### src/sv/tcp_ct_ram.sv
`default_nettype none
module tcp_ct_ram #(
    parameter int WIDTH = 8,
    parameter int DEPTH = 16,
    localparam int AW = (DEPTH > 1) ? $clog2(DEPTH) : 1
) (
    input  wire logic                 i_clk,
    input  wire logic                 i_we,
    input  wire logic [AW-1:0]        i_waddr,
    input  wire logic [WIDTH-1:0]     i_wdata,
    input  wire logic                 i_re,
    input  wire logic [AW-1:0]        i_raddr,
    output logic      [WIDTH-1:0]     o_rdata
);
    logic [WIDTH-1:0] r_mem [DEPTH];
    logic [WIDTH-1:0] r_rdata;

    // one write port, one registered read port
    always_ff @(posedge i_clk) begin
        if (i_we) begin
            r_mem[i_waddr] <= i_wdata;
        end
        if (i_re) begin
            r_rdata <= r_mem[i_raddr];
        end
    end

    assign o_rdata = r_rdata;

endmodule
`default_nettype wire

### config.mk
export PLATFORM = sky130hd
export DESIGN_NAME = tcp_ct_ram
export DESIGN_NICKNAME = d
export VERILOG_FILES = /design/src/sv/tcp_ct_ram.sv
export SDC_FILE = /design/constraint.sdc
export NUM_CORES = 1
export LEC_CHECK = 0
export ABC_AREA = 1
export BUFFER_PORTS_ARGS = -buffer_cell sky130_fd_sc_hd__buf_2
export CORE_MARGIN = 8
export CORE_UTILIZATION = 45
export CTS_BUF_LIST = sky130_fd_sc_hd__clkbuf_4 sky130_fd_sc_hd__clkbuf_8
export CTS_CLUSTER_SIZE = 24
export DETAILED_ROUTE_END_ITERATION = 8
export GPL_TIMING_DRIVEN = 0
export PLACE_DENSITY_LB_ADDON = 0.25
export SYNTH_ARGS = -nofsm -noshare
export SYNTH_HDL_FRONTEND = slang
export SYNTH_SLANG_ARGS = --single-unit
export TNS_END_PERCENT = 100
### constraint.sdc
create_clock -name i_clk -period 1.1 [get_ports i_clk]
set_input_delay 0.11 -clock i_clk [delete_from_list [all_inputs] [get_ports i_clk]]
set_output_delay 0.11 -clock i_clk [all_outputs]
set_load 0.01 [all_outputs]
==> impl_metrics.json, run 1 <==
{
  "outcome": "finished, violations left",
  "violations": "setup timing",
  "required_ps": 1150,
  "slowest_stage": "nor2_1",
  "drv_cap": 0,
  "wl_per_cell_um": 17.7,
  "postCtsSetupRepairBufs": 0,
  "antenna_found_initial": 0,
  "synth_top_area_cell": "edfxtp_1",
  "yosys-top-cells-area": "edfxtp_1, nand2_1, nand3_1, inv_1, buf_6",
  "p_switching_mw": 2.48,
  "p_comb_frac": 0.079,
  "slew_violations": 0,
  "worst_slew_pin_slew_ps": 834,
  "clock-sinks": 136,
  "powerDensity_nw_per_um2": 1560,
  "fin_crit_sh": 1.09,
  "fin_crit_ps": 1200,
  "crit_start": "i_waddr[3]",
  "nets": 613,
  "cts_buffer_depth": 2,
  "io_buffers": 23,
  "synth_top_area_share": 0.698,
  "start_util": 0.461,
  "p_int_mw": 8.29,
  "die_w_um": 130,
  "worst_skew_pair.late_latency_ps": 430,
  "synth_area_um2": 5850,
  "max_freq_mhz": 834,
  "syn_inst": 551,
  "syn-num-nets": 570,
  "cp-endpoint": "r_mem[5][2]",
  "power_mw": 10.8,
  "r2r_cells": 6,
  "critPathMaxStageDelay_ps": 720,
  "fin_cells": 779,
  "antenna_left": 0,
  "cts_tree": "built",
  "seqPwrFrac": 0.544,
  "synth-seq-cells": 136,
  "finalHoldViolCount": 0,
  "crit_chain": "buf_2, nand3b_1, nor2_1",
  "p_leak_nw": 2.93,
  "drt_iter0_drc": 381,
  "power.share.clock": 0.377,
  "critPathKind": "in2reg",
  "cp-start-kind": "input port",
  "vdd_drop_max_uv": 672,
  "grt_use_total": 0.172,
  "drt-total-wl_um": 13800,
  "fin_ws_ps": -99.7,
  "holdWs_ps": 75.4,
  "r2r-start": "r_mem[3][3]",
  "synthToLayoutAreaGrowth_pct": 17.7,
  "via_count": 3887,
  "worstPathMaxFanout": 8,
  "die_h_um": 130,
  "min_path_type": "in2reg",
  "dp_cells": 746,
  "io_pins": 27,
  "gp_congestion": 0.847,
  "grt.overflow.total": 0,
  "reg2reg_slack_ps": 10,
  "final.setup_skew_ps": 12.7,
  "viasPerCell": 4.99,
  "grt_pass1_wl_um": 20800,
  "dp_hpwl_um": 9110,
  "holdPathStages": 1,
  "ys_warn_count": 0,
  "fin_tns_setup_ps": -1450,
  "grt_pass1_vias": 3767,
  "die_area_um2": 16900,
  "drc": 0,
  "num-fill-cells": 1086,
  "grt_max_degree": 17,
  "synthDistinctLibCells": 11,
  "firstDrtPassIters": 5,
  "rr_endpoint": "o_rdata[3]",
  "switching_share": 0.230,
  "max-slew-margin-rel": 0.442,
  "cts_buffers": 17,
  "cp.arrival_ps": 1250,
  "cts-root-buf": "clkbuf_8",
  "grt_setup_unrepaired": "true",
  "row_count": 41,
  "core_area_um2": 12700,
  "insertedDiodeCount": 0,
  "path_clk_slew_ps": 80,
  "crit_path_end_kind": "register",
  "avgSynthCellArea_um2": 10.6,
  "setup-violations-final": 16,
  "drive_gt1_frac": 0.249,
  "htree_levels": 4,
  "ys_seq_area_frac": 0.698
}
[worst min path at each step]
stage | startpoint | to | slack (ps)
6_report | i_wdata[4] | r_mem[2][4] | 80
5_1_grt | i_wdata[4] | r_mem[3][4] | 70
3_3_place_gp | i_re | o_rdata[4] | 440
2_1_floorplan | i_wdata[0] | r_mem[0][0] | 210
3_5_place_dp | i_re | o_rdata[5] | 450
4_1_cts | i_wdata[4] | r_mem[2][4] | 60
[final cells by class]
class / instances / area, um^2 / share of cell area
Multi-Input combinational cell: 289 / 1520 / 0.220
Clock inverter: 15 / 160 / 0.0233
Buffer: 24 / 166 / 0.0242
Tap cell: 172 / 215 / 0.0313
Inverter: 102 / 383 / 0.0556
Sequential cell: 136 / 4080 / 0.593
Timing Repair Buffer: 24 / 125 / 0.0182
Clock buffer: 17 / 234 / 0.0340
[layout by cell type (no fill, tap or decap), types with 4 or more instances in the layout]
| cell type | instances |
|---|---|
| nand3_1 | 48 |
| edfxtp_1 | 136 |
| buf_6 | 6 |
| nor2_2 | 8 |
| clkbuf_8 | 17 |
| nand2_1 | 158 |
| nand2_2 | 15 |
| buf_2 | 36 |
| nor2_1 | 9 |
| clkinv_2 | 6 |
| nand3_2 | 49 |
| buf_4 | 4 |
| inv_1 | 99 |
[synthesized netlist by cell type]
cell      instances
inv_2             2
edfxtp_1        136
nand2_1         173
buf_6             6
nand3b_1          2
buf_2            13
nor2_1           17
inv_1           100
buf_1             1
nand3_1          97
buf_4             4
[power groups by stage]
stage	clock network (mW)	registers [mW]	logic, mW
final	4.06	5.86	0.853
after global routing	4.30	5.87	0.924
after CTS	4.09	5.86	0.779
after detailed placement	0	5.98	0.744
after global placement	0	5.97	0.730
after floorplan	0	5.99	0.409
[kinds of logic after synthesis]
kind of cell,count (synthesis),share of synthesized area
buf+inv,126,0.0939
simple gates,289,0.208
flops,136,0.698
[worst max-delay path: cells and delay by family]
family / cells / cell delay (ps)
AND/OR/NAND/NOR: 2 / 1030
buffers and inverters: 1 / 120
[registers in the layout, summed over array words and instances, names as in the netlist]
signal / count
o_rdata: 8
r_mem: 128
[what timing repair did]
| item | 4_1_cts | 5_1_grt |
|---|---|---|
| hold buffers | 1 | 0 |
| resized for setup | 20 | 53 |
| pin swaps | 6 | 31 |
| endpoints found under the hold margin | 8 | 0 |
| setup endpoints to repair | 55 | 48 |
[metal layers]
metal	share of wire	track usage
met2	0.47	0.265
met3	0.057	0.0371
met1	0.45	0.226
met4	0.028	0.0854
met5	0	0
[stage by stage]
step | cell area, um^2 | setup slack [ps] | util
after floorplan | 5850 | 39.2 | -
after global placement | 6180 | -602 | 0.488
after detailed placement | 6180 | -687 | 0.488
after CTS | 6670 | -58.2 | 0.526
after global routing | 6880 | -106 | 0.543
final | 6880 | -99.7 | 0.543
Note: power is estimated with default switching activity, not from simulation.
==> run 2, diff against run 1 <==
--- a/config.mk
+++ b/config.mk
@@ -14,6 +14,7 @@
 export DETAILED_ROUTE_END_ITERATION = 8
 export GPL_TIMING_DRIVEN = 0
 export PLACE_DENSITY_LB_ADDON = 0.25
+export RECOVER_POWER = 25
 export SYNTH_ARGS = -nofsm -noshare
 export SYNTH_HDL_FRONTEND = slang
 export SYNTH_SLANG_ARGS = --single-unit
==> constraint.sdc (replaced) <==
create_clock -name i_clk -period 1 [get_ports i_clk]
set_input_delay 0.1 -clock i_clk [delete_from_list [all_inputs] [get_ports i_clk]]
set_output_delay 0.1 -clock i_clk [all_outputs]
set_load 0.01 [all_outputs]
==> run 2 against run 1 <==
Net effect:
- the flow still finishes with violations (setup timing)
- clock power grew 12%
- worst hold slack better by 22 ps
- sequential share of layout area hardly changed
- critical endpoint is now o_rdata[0]
- largest cell class unchanged
==> impl_metrics.json, run 2 (synthesized netlist as in run 1, its figures left out) <==
{
  "outcome": "finished, violations left",
  "violations": "setup timing",
  "postCtsSetupRepairBufs": 0,
  "crit_path_end_kind": "register",
  "largest_register_ffs": 128,
  "gp_congestion": 0.889,
  "grt.overflow.total": 0,
  "cts-root-buf": "clkbuf_8",
  "worst_skew_pair.late_latency_ps": 460,
  "start_util": 0.461,
  "final_util": 0.543,
  "setup-violations-final": 16,
  "drt-total-wl_um": 14000,
  "clock-sinks": 136,
  "antenna_left": 0,
  "grt_pass1_vias": 3913,
  "drive_gt1_frac": 0.239,
  "fin_crit_ps": 1110,
  "finalHoldViolCount": 0,
  "insertedDiodeCount": 0,
  "critPathKind": "reg2reg",
  "reg2reg_slack_ps": -110,
  "max_freq_mhz": 903,
  "drc": 0,
  "whs_endpoint": "r_mem[10][3]",
  "regMostFlops": "r_mem",
  "dp_hpwl_um": 9110,
  "path_clk_slew_ps": 80,
  "synthToLayoutAreaGrowth_pct": 17.8,
  "wl_per_cell_um": 18.0,
  "final.setup_skew_ps": 7.98,
  "htree_levels": 4,
  "cts_buffer_depth": 2,
  "holdPathStages": 1,
  "cts_buffers": 17,
  "nets": 613,
  "r2r_cells": 6,
  "viasPerCell": 5.00,
  "firstDrtPassIters": 5,
  "max-slew-margin-rel": 0.396,
  "vdd_drop_max_uv": 943,
  "rr_endpoint": "o_rdata[0]",
  "io_pins": 27,
  "layout_common_cells": "nand2_1, edfxtp_1, inv_1",
  "r2r-start": "r_mem[1][0]",
  "p_leak_nw": 2.90,
  "drv_cap": 0,
  "slew_violations": 0,
  "die_h_um": 130,
  "die_w_um": 130,
  "worst_slew_pin_slew_ps": 906,
  "antenna_found_initial": 0,
  "required_ps": 1210,
  "worstPathMaxFanout": 1,
  "via_count": 3896,
  "grt_pass1_wl_um": 21400,
  "powerDensity_nw_per_um2": 1730,
  "fin_crit_sh": 1.11,
  "row_count": 41,
  "cts_tree": "built",
  "cp-start-kind": "register",
  "final_common_cell": "nand2_1",
  "crit_start": "r_mem[1][0]",
  "grt_use_total": 0.178,
  "cp.arrival_ps": 1320,
  "die_area_um2": 16900,
  "hp-start": "i_wdata[3]",
  "drt_iter0_drc": 286,
  "fin_ws_ps": -108,
  "core_area_um2": 12700,
  "io_buffers": 23,
  "min_path_type": "in2reg",
  "grt_max_degree": 17,
  "grt_setup_unrepaired": "true",
  "power_mw": 11.9
}
## run 2: metrics by stage
| step | setup TNS (ps) | hold slack (ps) | cells | area, um^2 | worst slack, ps |
|---|---|---|---|---|---|
| after floorplan | -4120 | 199 | 551 | 5850 | -50.8 |
| after global placement | -55320 | 462 | 746 | 6180 | -569 |
| after detailed placement | -56710 | 475 | 746 | 6180 | -578 |
| after CTS | -1420 | 39.2 | 779 | 6700 | -117 |
| after global routing | -1920 | 95.5 | 779 | 6890 | -176 |
| final | -1190 | 97.9 | 779 | 6890 | -108 |
## run 2: repair_timing
item                       4_1_cts  5_1_grt
setup endpoints to repair       56       64
pin swaps                        8       15
resized for setup               26       45
hold buffers                     1        0
hold endpoints to repair         8        0
## run 2: critical path, cell delays in order (launching register included)
cell,delay [ps]
edfxtp_1,360
inv_1,60
nand2_1,50
nand3_1,80
nand3_1,110
nand3_1,130
nand2_2,70
## run 2: worst max-delay path by stage
| stage | to | slack, ps | cells after the start |
|---|---|---|---|
| 2_1_floorplan | r_mem[10][0] | -50 | 2 |
| 3_5_place_dp | r_mem[9][3] | -580 | 3 |
| 3_3_place_gp | r_mem[9][0] | -570 | 3 |
| 6_report | o_rdata[0] | -110 | 6 |
| 5_1_grt | o_rdata[7] | -180 | 6 |
| 4_1_cts | o_rdata[0] | -120 | 6 |
## run 2: where the power goes
group	leakage, nW	internal (mW)	switching (mW)
clock network	0.187	2.45	2.09
logic	1.48	0.278	0.669
registers	1.24	6.42	0.0283
## run 2: cell type report
class	instances	area [um^2]
timing repair buffer	24	119
multi-input combinational	289	1520
clock inverter	14	158
fill	1091	5790
tap	172	215
clock buffer	18	241
inverter	102	383
sequential	136	4080
buffer	24	166
## run 2: routing by layer
| metal | track usage | part of all wire | wire length [um] | up-vias |
|---|---|---|---|---|
| met1 | 0.230 | 0.43 | 5990 | 1825 |
| met4 | 0.105 | 0.032 | 456 | 0 |
| met3 | 0.0404 | 0.082 | 1150 | 39 |
| met5 | 0 | 0 | 0 | - |
| met2 | 0.272 | 0.46 | 6440 | 170 |
| li1 | - | - | - | 1862 |
