===== config.mk =====
export PLATFORM = sky130hd
export DESIGN_NAME = tcp_ct_step
export DESIGN_NICKNAME = d
export VERILOG_FILES = /design/src/sv/tcp_ct_pkg.sv /design/src/sv/tcp_ct_step.sv
export SDC_FILE = /design/constraint.sdc
export NUM_CORES = 1
export LEC_CHECK = 0
export BUFFER_PORTS_ARGS = -buffer_cell sky130_fd_sc_hd__buf_2
export CORE_AREA = 2 2 212 214
export DETAILED_ROUTE_END_ITERATION = 6
export DIE_AREA = 0 0 214 216
export MAX_ROUTING_LAYER = met4
export PLACE_DENSITY_LB_ADDON = 0.08
export SETUP_SLACK_MARGIN = 0.2
export SYNTH_ARGS = -nofsm -noshare
export SYNTH_HDL_FRONTEND = slang
export SYNTH_SLANG_ARGS = --single-unit

===== constraint.sdc =====
create_clock -name vclk -period 5
set_input_delay 0.75 -clock vclk [all_inputs]
set_output_delay 0.75 -clock vclk [all_outputs]
set_load 0.05 [all_outputs]

===== src/sv/tcp_ct_pkg.sv =====
`default_nettype none
package tcp_ct_pkg;

    // table size
    localparam int SLOTS  = 64;
    localparam int SLOT_W = (SLOTS > 1) ? $clog2(SLOTS) : 1;
    localparam int CNT_W  = $clog2(SLOTS + 1);

    // configuration register indexes
    localparam logic [1:0] CFG_INIT_SEQ      = 2'd0;
    localparam logic [1:0] CFG_INIT_CWND     = 2'd1;
    localparam logic [1:0] CFG_INIT_SSTHRESH = 2'd2;

    // configuration reset values
    localparam logic [31:0] RST_INIT_SEQ      = 32'd1000;
    localparam logic [15:0] RST_INIT_CWND     = 16'd1;
    localparam logic [15:0] RST_INIT_SSTHRESH = 16'd64;

    // request actions
    localparam logic ACT_LISTEN  = 1'b0;
    localparam logic ACT_SEGMENT = 1'b1;

    // segment flag bit positions
    localparam int FLB_FIN = 0;
    localparam int FLB_SYN = 1;
    localparam int FLB_RST = 2;
    localparam int FLB_PSH = 3;
    localparam int FLB_ACK = 4;

    // connection states
    localparam logic [3:0] ST_CLOSED      = 4'd0;
    localparam logic [3:0] ST_LISTEN      = 4'd1;
    localparam logic [3:0] ST_SYN_RECV    = 4'd3;
    localparam logic [3:0] ST_ESTABLISHED = 4'd4;
    localparam logic [3:0] ST_FIN_WAIT1   = 4'd5;
    localparam logic [3:0] ST_FIN_WAIT2   = 4'd6;
    localparam logic [3:0] ST_TIME_WAIT   = 4'd7;
    localparam logic [3:0] ST_CLOSE_WAIT  = 4'd8;

    // result status codes
    localparam logic [2:0] STS_LISTEN_OK = 3'd0;
    localparam logic [2:0] STS_FULL      = 3'd1;
    localparam logic [2:0] STS_MATCHED   = 3'd2;
    localparam logic [2:0] STS_SEND_RST  = 3'd3;
    localparam logic [2:0] STS_QUIET     = 3'd4;

    typedef struct packed {
        logic        action;
        logic [15:0] port;
        logic [31:0] src_addr;
        logic [15:0] src_port_num;
        logic [5:0]  seg_flags;
        logic [31:0] seg_seq;
        logic [31:0] seg_ack;
        logic [15:0] seg_len;
    } t_req;

    typedef struct packed {
        logic [2:0]  status;
        logic [5:0]  slot;
        logic [3:0]  conn_state;
        logic [31:0] ack_out;
        logic [31:0] seq_out;
        logic [15:0] cwnd_out;
    } t_rsp;

    // one connection slot as stored in the table memory
    typedef struct packed {
        logic [15:0] port;
        logic [3:0]  state;
        logic [31:0] peer_addr;
        logic [15:0] peer_port;
        logic [31:0] send_seq;
        logic [31:0] recv_ack;
        logic [15:0] cwnd;
        logic [15:0] ssthresh;
    } t_rec;

    typedef struct packed {
        logic [31:0] init_seq;
        logic [15:0] init_cwnd;
        logic [15:0] init_ssthresh;
    } t_cfg;

    localparam int REC_W = $bits(t_rec);

    // slot index as reported: low six bits
    function automatic logic [5:0] slot_field(input logic [SLOT_W-1:0] idx);
        logic [SLOT_W+5:0] ext;
        ext = {6'd0, idx};
        return ext[5:0];
    endfunction

endpackage
`default_nettype wire


===== src/sv/tcp_ct_step.sv =====
`default_nettype none
module tcp_ct_step
    import tcp_ct_pkg::*;
(
    input  wire t_rec i_rec,
    input  wire t_req i_req,
    input  wire t_cfg i_cfg,
    output t_rec      o_rec
);
    logic [31:0] seq_plus1;
    logic [31:0] snd_plus1;
    logic [31:0] ack_plus_len;
    logic [16:0] cwnd_grow;
    logic [15:0] cwnd_sat;

    // shared adders and window growth
    assign seq_plus1    = i_req.seg_seq + 32'd1;
    assign snd_plus1    = i_rec.send_seq + 32'd1;
    assign ack_plus_len = i_rec.recv_ack + {16'd0, i_req.seg_len};
    assign cwnd_grow    = (i_rec.cwnd < i_rec.ssthresh) ? {i_rec.cwnd, 1'b0}
                                                        : ({1'b0, i_rec.cwnd} + 17'd1);
    assign cwnd_sat     = cwnd_grow[16] ? 16'hFFFF : cwnd_grow[15:0];

    // per-slot connection state machine
    always_comb begin
        o_rec = i_rec;
        case (i_rec.state)
            ST_LISTEN: begin
                if (i_req.seg_flags[FLB_SYN]) begin
                    o_rec.state     = ST_SYN_RECV;
                    o_rec.peer_addr = i_req.src_addr;
                    o_rec.peer_port = i_req.src_port_num;
                    o_rec.recv_ack  = seq_plus1;
                    o_rec.send_seq  = i_cfg.init_seq;
                    o_rec.cwnd      = i_cfg.init_cwnd;
                    o_rec.ssthresh  = i_cfg.init_ssthresh;
                end
            end
            ST_SYN_RECV: begin
                if (i_req.seg_flags[FLB_ACK] && (i_req.seg_ack == snd_plus1)) begin
                    o_rec.state    = ST_ESTABLISHED;
                    o_rec.send_seq = snd_plus1;
                end
            end
            ST_ESTABLISHED: begin
                if (i_req.seg_flags[FLB_FIN]) begin
                    o_rec.state    = ST_CLOSE_WAIT;
                    o_rec.recv_ack = seq_plus1;
                end else if (i_req.seg_flags[FLB_PSH] &&
                             (i_req.seg_seq == i_rec.recv_ack)) begin
                    o_rec.recv_ack = ack_plus_len;
                    o_rec.cwnd     = cwnd_sat;
                end
            end
            ST_FIN_WAIT1: begin
                if (i_req.seg_flags[FLB_ACK]) begin
                    o_rec.state = ST_FIN_WAIT2;
                end
            end
            ST_FIN_WAIT2: begin
                if (i_req.seg_flags[FLB_FIN]) begin
                    o_rec.state    = ST_TIME_WAIT;
                    o_rec.recv_ack = seq_plus1;
                end
            end
            default: begin
                o_rec = i_rec;
            end
        endcase
    end

endmodule
`default_nettype wire


==> results.json, run 1 <==
{
  "status": "finished, final reports clean",
  "wl_met2_um": 24800,
  "hold_buffers": 0,
  "synthCells": 1324,
  "startpoint_type": "input port",
  "route.met3.wl_um": 2750,
  "fp.dieH_um": 216,
  "overflow": 0,
  "cp_max_fo": 4,
  "fp-row-count": 77,
  "hpwlAfterDp_um": 41300,
  "synth_top_family_by_area": "simple AND/OR/NAND/NOR gates",
  "netlist_area_sq_mm": 0.00791,
  "synthTopCellsByCount": "nand2_1, o21ai_0, nor2_1",
  "final-seq-area_sq_um": 0,
  "first_iter_violations": 667,
  "drc": 0,
  "vias_per_cell": 4.90,
  "dp.cells": 2420,
  "vdd_drop_max_mv": 0.0503,
  "synth_xor_area_share_pct": 13.7,
  "port_buffers": 492,
  "design.seq.count": 0,
  "max_clock_freq_mhz": 201,
  "p_leak_nw": 5.70,
  "clock_buffers": 0,
  "ys.warnings.count": 0,
  "cp.required_ns": 4.25,
  "fin_crit_sh_pct": 99.7,
  "vias": 12000,
  "grt_pass1_vias": 11400,
  "period_needed_ns": 4.98,
  "met1_length_um": 20800,
  "final_area_sq_mm": 0.0124,
  "top_layer": "met4",
  "final_nets": 2262,
  "cap_viol_max_count": 0,
  "synth_compound_area_share_pct": 30.2,
  "end_kind": "output port",
  "final_max_slew_viol_count": 0,
  "grt_first_pass_wirelength_um": 71900,
  "syn_nets": 1738,
  "wl_um": 49300,
  "setup_violations": 0,
  "hold_viol": 0,
  "synth_cell_types": 77,
  "arrival_ns": 4.23,
  "utilization_pct": 28.2,
  "grtUsageTotal_pct": 20.6,
  "synthSimpleGateAreaFrac_pct": 36.8,
  "rsz0062_at_grt": "true",
  "io_pins": 543,
  "yosys-top-cells-area": "nand2_1, xnor2_1, xor2_1, o21ai_0, ha_1",
  "tightest_slew_ns": 0.853,
  "core_area_sq_mm": 0.0438,
  "dieArea_sq_mm": 0.0462,
  "dpl_cell_area_sq_mm": 0.0116,
  "drive_gt1_share_pct": 38.4,
  "yosys.area.top_type": "nand2_1",
  "antenna_found_initial": 11,
  "syn2layout_area_growth_pct": 56.3,
  "power-per-cell-area_mw_per_mm2": 101,
  "instances_no_fill": 2447,
  "yosysMostFrequentCell": "nand2_1",
  "grt_max_degree": 61,
  "drtPass1Iterations": 6,
  "relSlewSlack_pct": 42.5,
  "ys_seq_area_share_pct": 0,
  "worstSetupPathType": "input port to output port",
  "die_w_um": 214,
  "start_util_pct": 18.0,
  "gp_congestion": 0.914,
  "wire_per_inst_um": 20.1,
  "hold-worst-slack_ns": 1.50,
  "ant_nets": 0,
  "worstHoldPathType": "input port to output port",
  "avgSynthCellArea_sq_um": 5.97,
  "synth_mux_area_share_pct": 4.40,
  "yosysTopAreaCellShare_pct": 12.0,
  "synth-adder-area-share_pct": 5.76
}
-- logic make-up (layout without fill, tap and decap cells) --
kind of cell | after synthesis | after routing
compound gates | 364 | 364
other cells | 0 | 9
buf+inv | 164 | 686
xor+xnor | 124 | 124
fa+ha+maj | 36 | 36
simple gates | 602 | 602
mux | 34 | 34
-- worst max-delay path, stage by stage --
cell and delay [ns]:
buf_8 0.09, nand4_1 0.14, or3_1 0.38, a221o_1 0.36
a211oi_2 0.21, buf_4 0.15, or4b_4 0.48, nor4_4 0.36
buf_4 0.21, nand3_4 0.08, or4b_1 0.53, o211ai_1 0.20
buf_4 0.28
-- where the power goes --
group	internal, W	switching [W]	leakage (nW)
combinational	0.000431	0.000816	5.70
sequential	0	0	0
clock	0.000000000229	0	0.0000570
total	0.000431	0.000816	5.70
-- cells in the final DEF, fill, tap and decap left out, types with 13 or more instances in the layout --
cell type  count
a31oi_1       13
ha_1          33
nand4_1       35
buf_4        132
inv_1         58
mux2i_1       25
a21o_1        21
o22ai_1       22
nand2_1      251
nor3_1        26
buf_2        452
xnor2_1       64
nor4_1        19
xor2_1        58
nor2_1        88
a22oi_1       18
and3_1        21
a211oi_1      17
nand3_1       65
buf_6         31
o21ai_0       87
a21oi_1       59
o21ai_2       14
-- path summary, 6_finish.rpt --
kind	startpoint	depth (start not counted)	to	slack [ns]
worst max-delay path	i_rec[66]	13	o_rec[88]	0.02
worst min-delay path	i_rec[151]	0	o_rec[151]	1.50
-- cell type report --
cell class         count  area, sq um
fillers             4978        31500
multi-input cells   1160         7550
repair buffers       628         3830
well taps            592          741
inverters             58          218
diodes                 9         22.5
-- layer usage --
metal	track usage (%)	up-vias
met3	2.54	38
met4	4.45	0
met5	-	-
met2	36.3	444
li1	-	5882
met1	25.0	5636
-- metrics by stage --
step | setup TNS (ns) | power (W) | setup slack [ns]
after floorplan | -0.278 | 0.000766 | -0.0927
after global placement | -3.07 | 0.00120 | -0.293
after detailed placement | -4.10 | 0.00120 | -0.373
after CTS | 0 | 0.00123 | 0.0707
after global routing | -0.124 | 0.00134 | -0.101
final | 0 | 0.00125 | 0.0153
-- what timing repair did --
item                       in CTS  in global routing
setup endpoints to repair      33                 35
gates cloned                    0                  1
gates resized for setup        69                 84
pin swaps                      23                 27
buffers inserted                5                 12
(Power assumes the default switching activity.)
==> run 2: changes to the inputs <==
Settings changed: CORE_AREA 2 2 212 214 to 2 2 210 212, DIE_AREA 0 0 214 216 to 0 0 212 214.
Clock period 5 ns to 5.9 ns, I/O delays scaled along.
==> results.json, run 2 (same netlist as run 1, synthesis figures left out) <==
{
  "status": "finished, final reports clean",
  "first_iter_violations": 693,
  "gp_congestion": 0.897,
  "hold_viol": 0,
  "crit_chain": "buf_2 -> nand3_2 -> or4_4 -> o21ai_1 -> o2111ai_1 -> or4b_4 -> nor4_4 -> buf_4 -> nand3_1 -> or4b_1 -> o211ai_1 -> buf_2",
  "vias": 11600,
  "clock_buffers": 0,
  "cpMaxStageDelayCell": "or4_4",
  "drive_gt1_share_pct": 32.5,
  "p_int_w": 0.000312,
  "pwr-share-comb_pct": 100.0,
  "final_cell_mix": "buf_2, nand2_1, o21ai_0, nor2_1, nand3_1",
  "grt_first_pass_wirelength_um": 71000,
  "syn2layout_area_growth_pct": 39.4,
  "p_leak_nw": 5.06,
  "final_common_cell": "buf_2",
  "final_max_slew_viol_count": 0,
  "core_area_sq_mm": 0.0429,
  "setup_violations": 0,
  "power-per-cell-area_mw_per_mm2": 89.4,
  "period_needed_ns": 5.44,
  "worstSetupPathType": "input port to output port",
  "io_pins": 543,
  "tightest_slew_ns": 0.844,
  "max_stage_delay_ns": 0.65,
  "n_fill_cell": 4990,
  "end_kind": "output port",
  "startpoint_type": "input port",
  "utilization_pct": 25.7,
  "p_sw_w": 0.000673,
  "power.total_w": 0.000985,
  "grt_max_degree": 54,
  "cap_viol_max_count": 0,
  "hpwlAfterDp_um": 41400,
  "wire_per_inst_um": 20.8,
  "die_w_um": 212,
  "design.seq.count": 0,
  "cp_max_fo": 13,
  "final-seq-area_sq_um": 0,
  "dieArea_sq_mm": 0.0454,
  "pwr-share-clk_pct": 0,
  "cp.required_ns": 5.02,
  "ant_nets": 0,
  "dp.cells": 2342,
  "start_util_pct": 18.4,
  "grtUsageTotal_pct": 20.9,
  "fp.dieH_um": 214,
  "vdd_drop_max_mv": 0.0421,
  "p_sw_share_pct": 68.4,
  "overflow": 0,
  "antenna_found_initial": 12,
  "drtPass1Iterations": 5,
  "final_nets": 2173,
  "fp-row-count": 76,
  "grt_pass1_vias": 11300,
  "port_buffers": 492,
  "relSlewSlack_pct": 43.8,
  "fin_crit_sh_pct": 92.3,
  "setup_tns_ns": 0,
  "instances_no_fill": 2351,
  "vias_per_cell": 4.91,
  "rsz0062_at_grt": "false",
  "max_clock_freq_mhz": 184,
  "arrival_ns": 4.56,
  "power_frac_seq_pct": 0,
  "worstHoldPathType": "input port to output port",
  "drc": 0,
  "wl_um": 48900,
  "cp_common_cell": "buf_2"
}
run 2: cell count changes in the layout (fill, tap and decap cells not counted), sizes merged:
| cell | delta |
|---|---|
| buf | -87 |
| clkbuf | -2 |
run 2: area by class of cell:
class / instances / area, sq um / area share (%)
multi-input combinational: 1160 / 7220 / 65.5
timing repair buffer: 539 / 2830 / 25.7
antenna: 9 / 22.5 / 0.204
inverter: 58 / 218 / 1.98
tap: 585 / 732 / 6.64
run 2: repair_timing:
item	in CTS	in global routing
gates resized for setup	0	5
hold buffers	0	0
endpoints found under the setup margin	0	8
setup buffers	0	0
run 2: worst paths after layout:
path / startpoint / endpoint / slack (ns) / cells past startpoint
max: i_rec[72] / o_rec[88] / 0.46 / 12
min: i_rec[152] / o_rec[152] / 1.77 / 0
run 2: power by group through the flow:
stage	Clock [W]	Sequential, W	Combinational, W
floorplan	0	0	0.000642
global placement	0	0	0.000987
detailed placement	0	0	0.000988
CTS	0	0	0.000992
global route	0.000000000182	0	0.00106
finish	0.000000000205	0	0.000985
run 2: metrics by stage:
step | setup slack [ns] | hold WS (ns) | area [sq um]
2_1_floorplan | 0.221 | 1.94 | 7910
3_3_place_gp | 0.358 | 1.77 | 11000
3_5_place_dp | 0.323 | 1.77 | 11000
4_1_cts | 0.306 | 1.77 | 11000
5_1_grt | 0.225 | 1.77 | 11000
6_report | 0.455 | 1.77 | 11000
run 2: per-layer routing:
| metal | wire length [um] | vias up | GRT usage (%) |
|---|---|---|---|
| met2 | 24000 | 426 | 36.1 |
| met1 | 21000 | 5388 | 25.6 |
| met5 | 0 | - | - |
| li1 | - | 5693 | - |
| met3 | 2510 | 48 | 1.88 |
| met4 | 1430 | 0 | 6.29 |
run 2: worst max-delay path, delay by kind of cell:
family | cells | cell delay (ns)
simple gates | 6 | 2.35
buf+inv | 3 | 0.76
compound gates | 3 | 0.56
==> run 3: changes to the inputs <==
Settings changed: CELL_PAD_IN_SITES_DETAIL_PLACEMENT set to 1, CELL_PAD_IN_SITES_GLOBAL_PLACEMENT set to 1, CORE_AREA 2 2 210 212 to 2 2 209 211, DIE_AREA 0 0 212 214 to 0 0 211 213.
==> results.json, run 3 (same netlist as run 1, synthesis figures left out) <==
{
  "status": "finished, final reports clean",
  "grtUsageTotal_pct": 22.3,
  "tightest_slew_ns": 0.815,
  "core_area_sq_mm": 0.0427,
  "fp.dieH_um": 213,
  "p_leak_nw": 5.14,
  "rsz0062_at_grt": "false",
  "max_clock_freq_mhz": 180,
  "period_needed_ns": 5.57,
  "worstSetupPathType": "input port to output port",
  "final_common_cell": "buf_2",
  "worstHoldPathType": "input port to output port",
  "wire_per_inst_um": 22.1,
  "clock_buffers": 0,
  "grt_max_degree": 55,
  "final_area_sq_mm": 0.0111,
  "ant_nets": 0,
  "hpwlAfterDp_um": 43600,
  "wl_um": 51400,
  "cp.required_ns": 5.02,
  "final-seq-area_sq_um": 0,
  "power.total_w": 0.000997,
  "drive_gt1_share_pct": 33.0,
  "relSlewSlack_pct": 45.7,
  "fp-row-count": 76,
  "dpl_cell_area_sq_mm": 0.0110,
  "drc": 0,
  "antenna_found_initial": 11,
  "final_max_slew_viol_count": 0,
  "setup_tns_ns": 0,
  "startpoint_type": "input port",
  "grt_first_pass_wirelength_um": 74800,
  "utilization_pct": 26.0,
  "start_util_pct": 18.5,
  "end_kind": "output port",
  "setup_slack_ns": 0.333,
  "power-per-cell-area_mw_per_mm2": 89.8,
  "syn2layout_area_growth_pct": 40.5,
  "final_cell_mix": "buf_2, nand2_1, o21ai_0, nor2_1, nand3_1",
  "design.seq.count": 0,
  "first_iter_violations": 565,
  "vias": 11700,
  "overflow": 0,
  "grt_pass1_vias": 12000,
  "setup_violations": 0,
  "post_cts_buffers": 0,
  "dieArea_sq_mm": 0.0449,
  "cap_viol_max_count": 0,
  "io_pins": 543,
  "hold_viol": 0,
  "cp_max_fo": 10,
  "vias_per_cell": 5.03,
  "die_w_um": 211,
  "preCtsSetupSlack_ns": 0.127,
  "port_buffers": 492,
  "final_nets": 2182,
  "vdd_drop_max_mv": 0.0392,
  "drtPass1Iterations": 5,
  "fin_crit_sh_pct": 94.4,
  "gp_congestion": 0.860,
  "arrival_ns": 4.68
}
[run 3: what timing repair did]
action / 4_1_cts / 5_1_grt
hold buffers: 0 / 0
resized for setup: 1 / 11
endpoints found under the hold margin: 0 / 0
endpoints found under the setup margin: 5 / 13
pin swaps: 0 / 1
[run 3: routing by layer]
metal / GRT usage [%] / up-vias / wire length, um
li1: - / 5710 / -
met4: 5.42 / 0 / 1370
met3: 2.43 / 42 / 2030
met5: - / - / 0
met1: 26.1 / 5610 / 21800
met2: 40.6 / 318 / 26200
[run 3: final timing paths]
check / endpoint / cells past startpoint / slack (ns) / start
hold / removal: o_rec[151] / 0 / 1.77 / i_rec[151]
setup / recovery: o_rec[73] / 13 / 0.33 / i_rec[72]
[run 3: metrics by stage]
stage	cells	hold WS, ns
floorplan	1324	1.94
global placement	2312	1.77
detailed placement	2312	1.77
CTS	2312	1.77
global route	2321	1.77
finish	2321	1.77
[run 3: cell type report]
cell class | instances | area [sq um]
fillers | 5553 | 31600
multi-input cells | 1160 | 7250
repair buffers | 548 | 2930
well taps | 546 | 683
inverters | 58 | 218
diodes | 9 | 22.5
[run 3: power breakdown]
part / internal (W) / switching [W] / total [W]
sequential: 0 / 0 / 0
combinational: 0.000314 / 0.000683 / 0.000997
clock: 0.000000000205 / 0 / 0.000000000205
total: 0.000314 / 0.000683 / 0.000997
[run 3: worst max-delay path: stages]
cell,delay [ns]
buf_2,0.17
nand3_2,0.25
or4_1,0.69
buf_4,0.22
nor2_1,0.10
o2111ai_1,0.11
or4b_4,0.52
nor4_4,0.36
and4_2,0.38
buf_12,0.14
mux2_2,0.32
a221o_1,0.29
buf_2,0.21
